### config.mk
export PLATFORM = sky130hd
export DESIGN_NAME = cht_mod
export DESIGN_NICKNAME = d
export VERILOG_FILES = /design/src/design/cht_pkg.sv /design/src/design/cht_mod.sv
export SDC_FILE = /design/constraint.sdc
export NUM_CORES = 1
export LEC_CHECK = 0
export ABC_AREA = 1
export CAP_MARGIN = 0
export CORE_ASPECT_RATIO = 1.25
export CORE_MARGIN = 4
export CORE_UTILIZATION = 50
export DETAILED_ROUTE_END_ITERATION = 10
export DONT_BUFFER_PORTS = 1
export PLACE_DENSITY_LB_ADDON = 0.08
export SLEW_MARGIN = 30
export SYNTH_ARGS = -nofsm -noshare
export SYNTH_HDL_FRONTEND = slang
export SYNTH_SLANG_ARGS = --single-unit
export TNS_END_PERCENT = 10
### constraint.sdc
create_clock -name i_clk -period 4.7 [get_ports i_clk]
set_input_delay 0.705 -clock i_clk [delete_from_list [all_inputs] [get_ports i_clk]]
set_output_delay 0.705 -clock i_clk [all_outputs]
set_load 0.02 [all_outputs]
### src/design/cht_pkg.sv
// ============================================================================
// Chained hash table package
// Shared constants, payload types and status codes for the hash table block.
// ============================================================================
package cht_pkg;

    localparam int NumBuckets  = 256;
    localparam int PoolEntries = 1024;
    localparam int BucketW     = $clog2(NumBuckets);
    localparam int NodeW       = $clog2(PoolEntries);
    // A link carries one more bit so that the null link (PoolEntries) fits.
    localparam int LinkW       = NodeW + 1;
    localparam int CountW      = NodeW + 1;
    localparam int CfgW        = 9;

    localparam logic [31:0] HashMult = 32'd2654435761;
    localparam logic [LinkW-1:0] NullLink = LinkW'(PoolEntries);

    // Operation codes.
    localparam logic [1:0] FuncInsert = 2'd0;
    localparam logic [1:0] FuncGet    = 2'd1;
    localparam logic [1:0] FuncPop    = 2'd2;

    // Status codes.
    localparam logic [2:0] StUpdated  = 3'd0;
    localparam logic [2:0] StAdded    = 3'd1;
    localparam logic [2:0] StFull     = 3'd2;
    localparam logic [2:0] StFound    = 3'd3;
    localparam logic [2:0] StNotFound = 3'd4;
    localparam logic [2:0] StRemoved  = 3'd5;

    typedef struct packed {
        logic [1:0]  func;
        logic [31:0] key;
        logic [31:0] value_in;
    } t_in_item;

    typedef struct packed {
        logic [2:0]  status;
        logic [31:0] value_out;
    } t_out_item;

endpackage

### src/design/cht_mod.sv
// ============================================================================
// Bucket index reduction
// Reduces a 32-bit hash modulo the bucket count by restoring subtraction,
// one quotient bit a cycle through a single shared subtractor.
// ============================================================================
module cht_mod
    import cht_pkg::*;
(
    input  logic               i_clk,
    input  logic               i_rst_n,
    input  logic               i_start,
    input  logic [31:0]        i_dividend,
    input  logic [CfgW-1:0]    i_divisor,
    output logic               o_done,
    output logic [BucketW-1:0] o_rem
);

    logic [31:0]   r_dvd, n_dvd;
    logic [CfgW:0] r_rem, n_rem;
    logic [CfgW-1:0] r_dvs, n_dvs;
    logic [5:0]    r_cnt, n_cnt;
    logic          r_busy, n_busy;
    logic          r_done, n_done;
    logic [CfgW:0] w_trial;
    logic [CfgW:0] w_diff;

    // One step: shift in the next dividend bit and subtract if it fits.
    assign w_trial = {r_rem[CfgW-1:0], r_dvd[31]};
    assign w_diff  = w_trial - {1'b0, r_dvs};

    always_comb begin
        n_dvd  = r_dvd;
        n_rem  = r_rem;
        n_dvs  = r_dvs;
        n_cnt  = r_cnt;
        n_busy = r_busy;
        n_done = 1'b0;
        if (i_start) begin
            n_dvd  = i_dividend;
            n_rem  = '0;
            n_cnt  = '0;
            n_busy = 1'b1;
            // Zero is treated as one and large counts saturate.
            if (i_divisor == '0) begin
                n_dvs = CfgW'(1);
            end else if (i_divisor > CfgW'(NumBuckets)) begin
                n_dvs = CfgW'(NumBuckets);
            end else begin
                n_dvs = i_divisor;
            end
        end else if (r_busy) begin
            n_dvd = {r_dvd[30:0], 1'b0};
            n_rem = (w_trial >= {1'b0, r_dvs}) ? w_diff : w_trial;
            n_cnt = r_cnt + 6'd1;
            if (r_cnt == 6'd31) begin
                n_busy = 1'b0;
                n_done = 1'b1;
            end
        end
    end

    always_ff @(posedge i_clk) begin
        if (!i_rst_n) begin
            r_busy <= 1'b0;
            r_done <= 1'b0;
        end else begin
            r_busy <= n_busy;
            r_done <= n_done;
        end
        r_dvd <= n_dvd;
        r_rem <= n_rem;
        r_dvs <= n_dvs;
        r_cnt <= n_cnt;
    end

    assign o_done = r_done;
    assign o_rem  = r_rem[BucketW-1:0];

    // The remainder is always below the divisor once done.
    a_rem_range: assert property (@(posedge i_clk) disable iff (!i_rst_n)
        r_done |-> (r_rem < {1'b0, r_dvs}))
        else $error("remainder out of range");
    // Done is a single-cycle pulse.
    a_done_pulse: assert property (@(posedge i_clk) disable iff (!i_rst_n)
        r_done |=> !r_done)
        else $error("done held");
    // Done only follows a busy step.
    a_done_busy: assert property (@(posedge i_clk) disable iff (!i_rst_n)
        r_done |-> $past(r_busy))
        else $error("done without work");

endmodule

Yosys cells after proc, flatten, opt, wreduce, memory -nomap -nowiden
Index checks and enable logic that the tools add are counted.
{"block": "word_totals", "register_bits": 58, "input_bits": 44, "word_cells": 26}
{"block": "op_classes", "n_addsub": 2, "magnitude_cmp": 2, "n_eq_ne": 1, "n_mux": 8, "n_bitwise": 2, "n_reduce_logical": 4}
{"cell": "2-to-1 mux 32 bit", "n": 2}
{"cell": "2-to-1 mux 9 bit", "n": 2}
{"cell": ">= comparator 10 x 9 -> 1 bit", "n": 1}
{"cell": "greater-than comparator 9 bit (second input constant)", "n": 1}
{"cell": "logical NOT 9 bit", "n": 1}
{"cell": "subtractor 9 bit", "n": 1}
{"cell": "adder 6 x 1 -> 6 bit (second input constant)", "n": 1}
{"cell": "equality test 6 x 5 -> 1 bit (second input constant)", "n": 1}
{"cell": "2-to-1 mux 1 bit", "n": 4}
{"cell": "OR reduction 3 bit", "n": 1}
{"cell": "NOT 1 bit", "n": 2}
{"cell": "nonzero test 2 bit", "n": 1}
{"cell": "OR reduction 2 bit", "n": 1}

Longest topological paths before layout
{"block": "depth", "word_depth": 4, "mapped_depth": 13}

Worst setup path before layout
OpenSTA, ideal clock, no wires.
{"block": "synth_timing", "path_kind": "input port to flip-flop", "from": "input i_start", "to": "register r_dvd[0] (enable)", "setup_ns": 0.387, "t_arrival_ns": 1.570, "slack_ns": 2.742, "path_stages": 3, "path_buffers": 1, "cell_sequence": "buf_2 nor2_1 inv_1"}
{"block": "synth_between", "elab_chain_cells": 1}
{"item": "start: declaration", "line": "cht_mod.sv:11", "source": "input logic i_start,"}
{"item": "nonzero test 2 bit (no source line)"}
{"item": "end signal: assignment", "line": "cht_mod.sv:70", "source": "r_dvd <= n_dvd;"}
{"item": "end: declaration", "line": "cht_mod.sv:18", "source": "logic [31:0] r_dvd, n_dvd;"}
No other way between the ends.
A chain may end at the register's enable or synchronous reset.

Worst setup path after layout
{"block": "layout_timing", "from": "register r_rem[1]", "to": "register r_rem[0]"}
{"block": "layout_between", "elab_chain_cells": 2}
{"item": "start: declaration", "line": "cht_mod.sv:19", "source": "logic [CfgW:0] r_rem, n_rem;"}
{"item": "start signal: assignment", "line": "cht_mod.sv:71", "source": "r_rem <= n_rem;"}
{"item": ">= comparator 10 x 9 -> 1 bit", "line": "cht_mod.sv:53", "source": "n_rem = (w_trial >= {1'b0, r_dvs}) ? w_diff : w_trial;"}
{"item": "2-to-1 mux 9 bit", "line": "cht_mod.sv:53"}
No other way between the ends.

==> metrics.md <==
| Metric | Value |
|---|---|
| CTS Buf Count | `9` |
| DRC violations left | `0` |
| Data required, critical path | `4.92 ns` |
| Pwr Density | `366 nW/um^2` |
| Dpl hpwl | `4.19 mm` |
| WP data arrival | `2.17 ns` |
| Vias in the first global route | `2206` |
| Relative slew slack | `0.488` |
| Core Region | `5900 um^2` |
| I/O Buffers | `0` |
| Crit start category | `register` |
| Clock latency on the worst-skew pair | `0.33 ns` |
| Share of cells above drive strength 1 | `0.0548` |
| Largest cells by area after synthesis | `edfxtp_1, nand2_1, dfxtp_1, inv_1, ha_1` |
| Cell Area, Synth | `3100 um^2` |
| Post-synth top area share | `0.398` |
| Tcrit/Tclk final | `0.415` |
| Area grow syn2layout | `6.50%` |
| Clock skew | `0.00782 ns` |
| ANT nets after route | `0` |
| Design area | `3300 um^2` |
| Worst vdd ir | `216 uV` |
| Critical path endpoint category | `register` |
| Grt ovf | `0` |
| Die H | `96.0 um` |
| H-tree depth | `3` |
| Placer Congestion | `0.851` |
| GRT Resource Usage Total | `0.170` |
| CTS tree | `built` |
| Top-level I/O count | `53` |
| Root buf cell | `clkbuf_8` |
| Std cell rows | `31` |
| Syn nets | `442` |
| Post-synth EDFFs | `41` |
| Clk sinks | `58` |
| HP Class | `input port to register` |
| Post-Route WL | `5.81 mm` |
| Tmin final | `1.95 ns` |
| Least-Margin Pin Slew | `0.765 ns` |
| Global-route wire length before repair | `9.76 mm` |
| Number of distinct library cells after synthesis | `28` |
| Core Util, Final | `0.559` |
| CP Class | `register to register` |
| Most frequent cells after synthesis | `nand2_1, inv_1, edfxtp_1` |
| Antenna violations before repair | `0` |
| Synth warnings | `0` |
| Placed standard-cell area | `3090 um^2` |
| CP max FO | `10` |
| Via density | `4.71` |
| Gate Count Post-Synth | `385` |
| Final Setup Violations | `0` |
| Final TNS setup | `0 ns` |
| F_max | `512 MHz` |
| Main synth FF type | `edfxtp_1` |
| Die Area | `7520 um^2` |
| TritonRoute pass-1 iters | `4` |
| Die width | `78.4 um` |
| Ys async rst share | `0` |
| Number of failing hold endpoints at the final stage | `0` |
| Pleak | `0.00167 uW` |
| Largest net degree at the start of global routing | `46` |
| Fillers | `577` |
| Deepest clock path buffer count | `2` |
| CTS hold repair buffers | `0` |
| Area leader, netlist | `edfxtp_1` |
| Seq/Total Area, Yosys | `0.507` |
| Max-slew violation count | `0` |
| Syn_area_per_cell | `8.04 um^2` |
| Iter 0 DRT Violations | `72` |
| Clock Pin Slew Worst Setup and Hold Paths | `0.07 ns` |
| Wirelength per Cell | `12.5 um` |
| PostCTS Resize Cnt | `0` |
| Most frequent cell after synthesis | `nand2_1` |
| Post-CTS setup buffers | `0` |
| Status | `completed` |
| ANT cells | `0` |
| Initial Util | `0.525` |
| RSZ-0062 raised after global routing | `no` |
| Vias | `2188` |
| Synthesized flop and latch total | `58` |
| Nets | `435` |
| Max cap viols | `0` |
[logic make-up (layout without fill, tap and decap cells)]
family          after synthesis  after routing  synth area share
buf+inv                      71             69             0.101
flops                        58             58             0.507
simple gates                227            227             0.303
xor+xnor                      3              3           0.00849
compound gates               13             13            0.0251
fa+ha+maj                    13             13            0.0549
[per-stage QoR]
step	power, uW	worst slack [ns]	std cells	hold slack, ns
after floorplan	717	2.74	385	0.456
after global placement	735	2.48	449	0.486
after detailed placement	736	2.48	449	0.495
after CTS	1220	2.74	465	0.437
after global routing	1260	2.63	465	0.430
final	1210	2.75	465	0.462
[where the power goes]
group / total, uW / internal [uW] / switching (uW)
Combinational: 113 / 41.0 / 71.5
Sequential: 611 / 594 / 16.6
Clock: 483 / 295 / 188
Total: 1210 / 930 / 276
[routing by layer]
| metal | global-route usage | up-vias | wire length, um |
|---|---|---|---|
| li1 | - | 1192 | - |
| met3 | 0.0609 | 11 | 327 |
| met4 | 0.0714 | 0 | 107 |
| met1 | 0.185 | 941 | 2540 |
| met5 | 0 | - | 0 |
| met2 | 0.300 | 44 | 2830 |
[final timing paths]
| check | to | slack, ns | cells past startpoint | start |
|---|---|---|---|---|
| setup / recovery | r_rem[0] | 2.75 | 8 | r_rem[1] |
| hold / removal | r_cnt[4] | 0.46 | 1 | i_start |
| setup reg to reg | r_rem[0] | 2.75 | 8 | r_rem[1] |
| hold reg to reg | r_cnt[2] | 0.50 | 2 | r_cnt[2] |
[layout by cell type (no fill, tap or decap)]
cell	synthesis	layout
clkinv_1	1	1
ha_1	12	12
nor3_1	4	4
clkinvlp_4	0	1
o211ai_1	1	1
clkbuf_8	0	9
nand4_1	2	2
o21ai_0	3	3
fa_1	1	1
nand2_4	1	1
bufinv_16	0	2
a21oi_2	1	1
nand2_8	1	1
nor2b_4	1	1
clkbuf_1	6	1
buf_4	10	1
inv_2	0	1
nand2_1	173	173
edfxtp_1	41	41
nand3_1	28	28
nor4_1	2	2
xnor2_1	3	3
inv_1	51	51
a22o_1	1	1
a21oi_1	6	6
a21o_1	1	1
nor2_1	14	14
nor2_2	1	1
dfxtp_1	17	17
clkinv_2	0	2
[state kept, by name (all words and copies together) (netlist names)]
name	flops
r_dvd	32
r_dvs	9
r_rem	9
r_cnt	6
o_done	1
r_busy	1
[cell type report]
cell class	count	area, um^2	area share
inverters	52	195	0.0592
clock inverters	6	81.3	0.0247
clock buffers	10	128	0.0387
repair buffers	1	7.51	0.00228
flip-flops and latches	58	1570	0.476
well taps	82	103	0.0311
multi-input cells	256	1210	0.368
[worst max-delay path, stage by stage (launching register included)]
cell and delay (ns):
dfxtp_1 0.54, ha_1 0.40, nand2_1 0.10, nor2_1 0.05, nand3_1 0.08, nor2b_4 0.35, nand3_1 0.14, nand3_1 0.11
nand2_1 0.06
(Power assumes the default switching activity.)
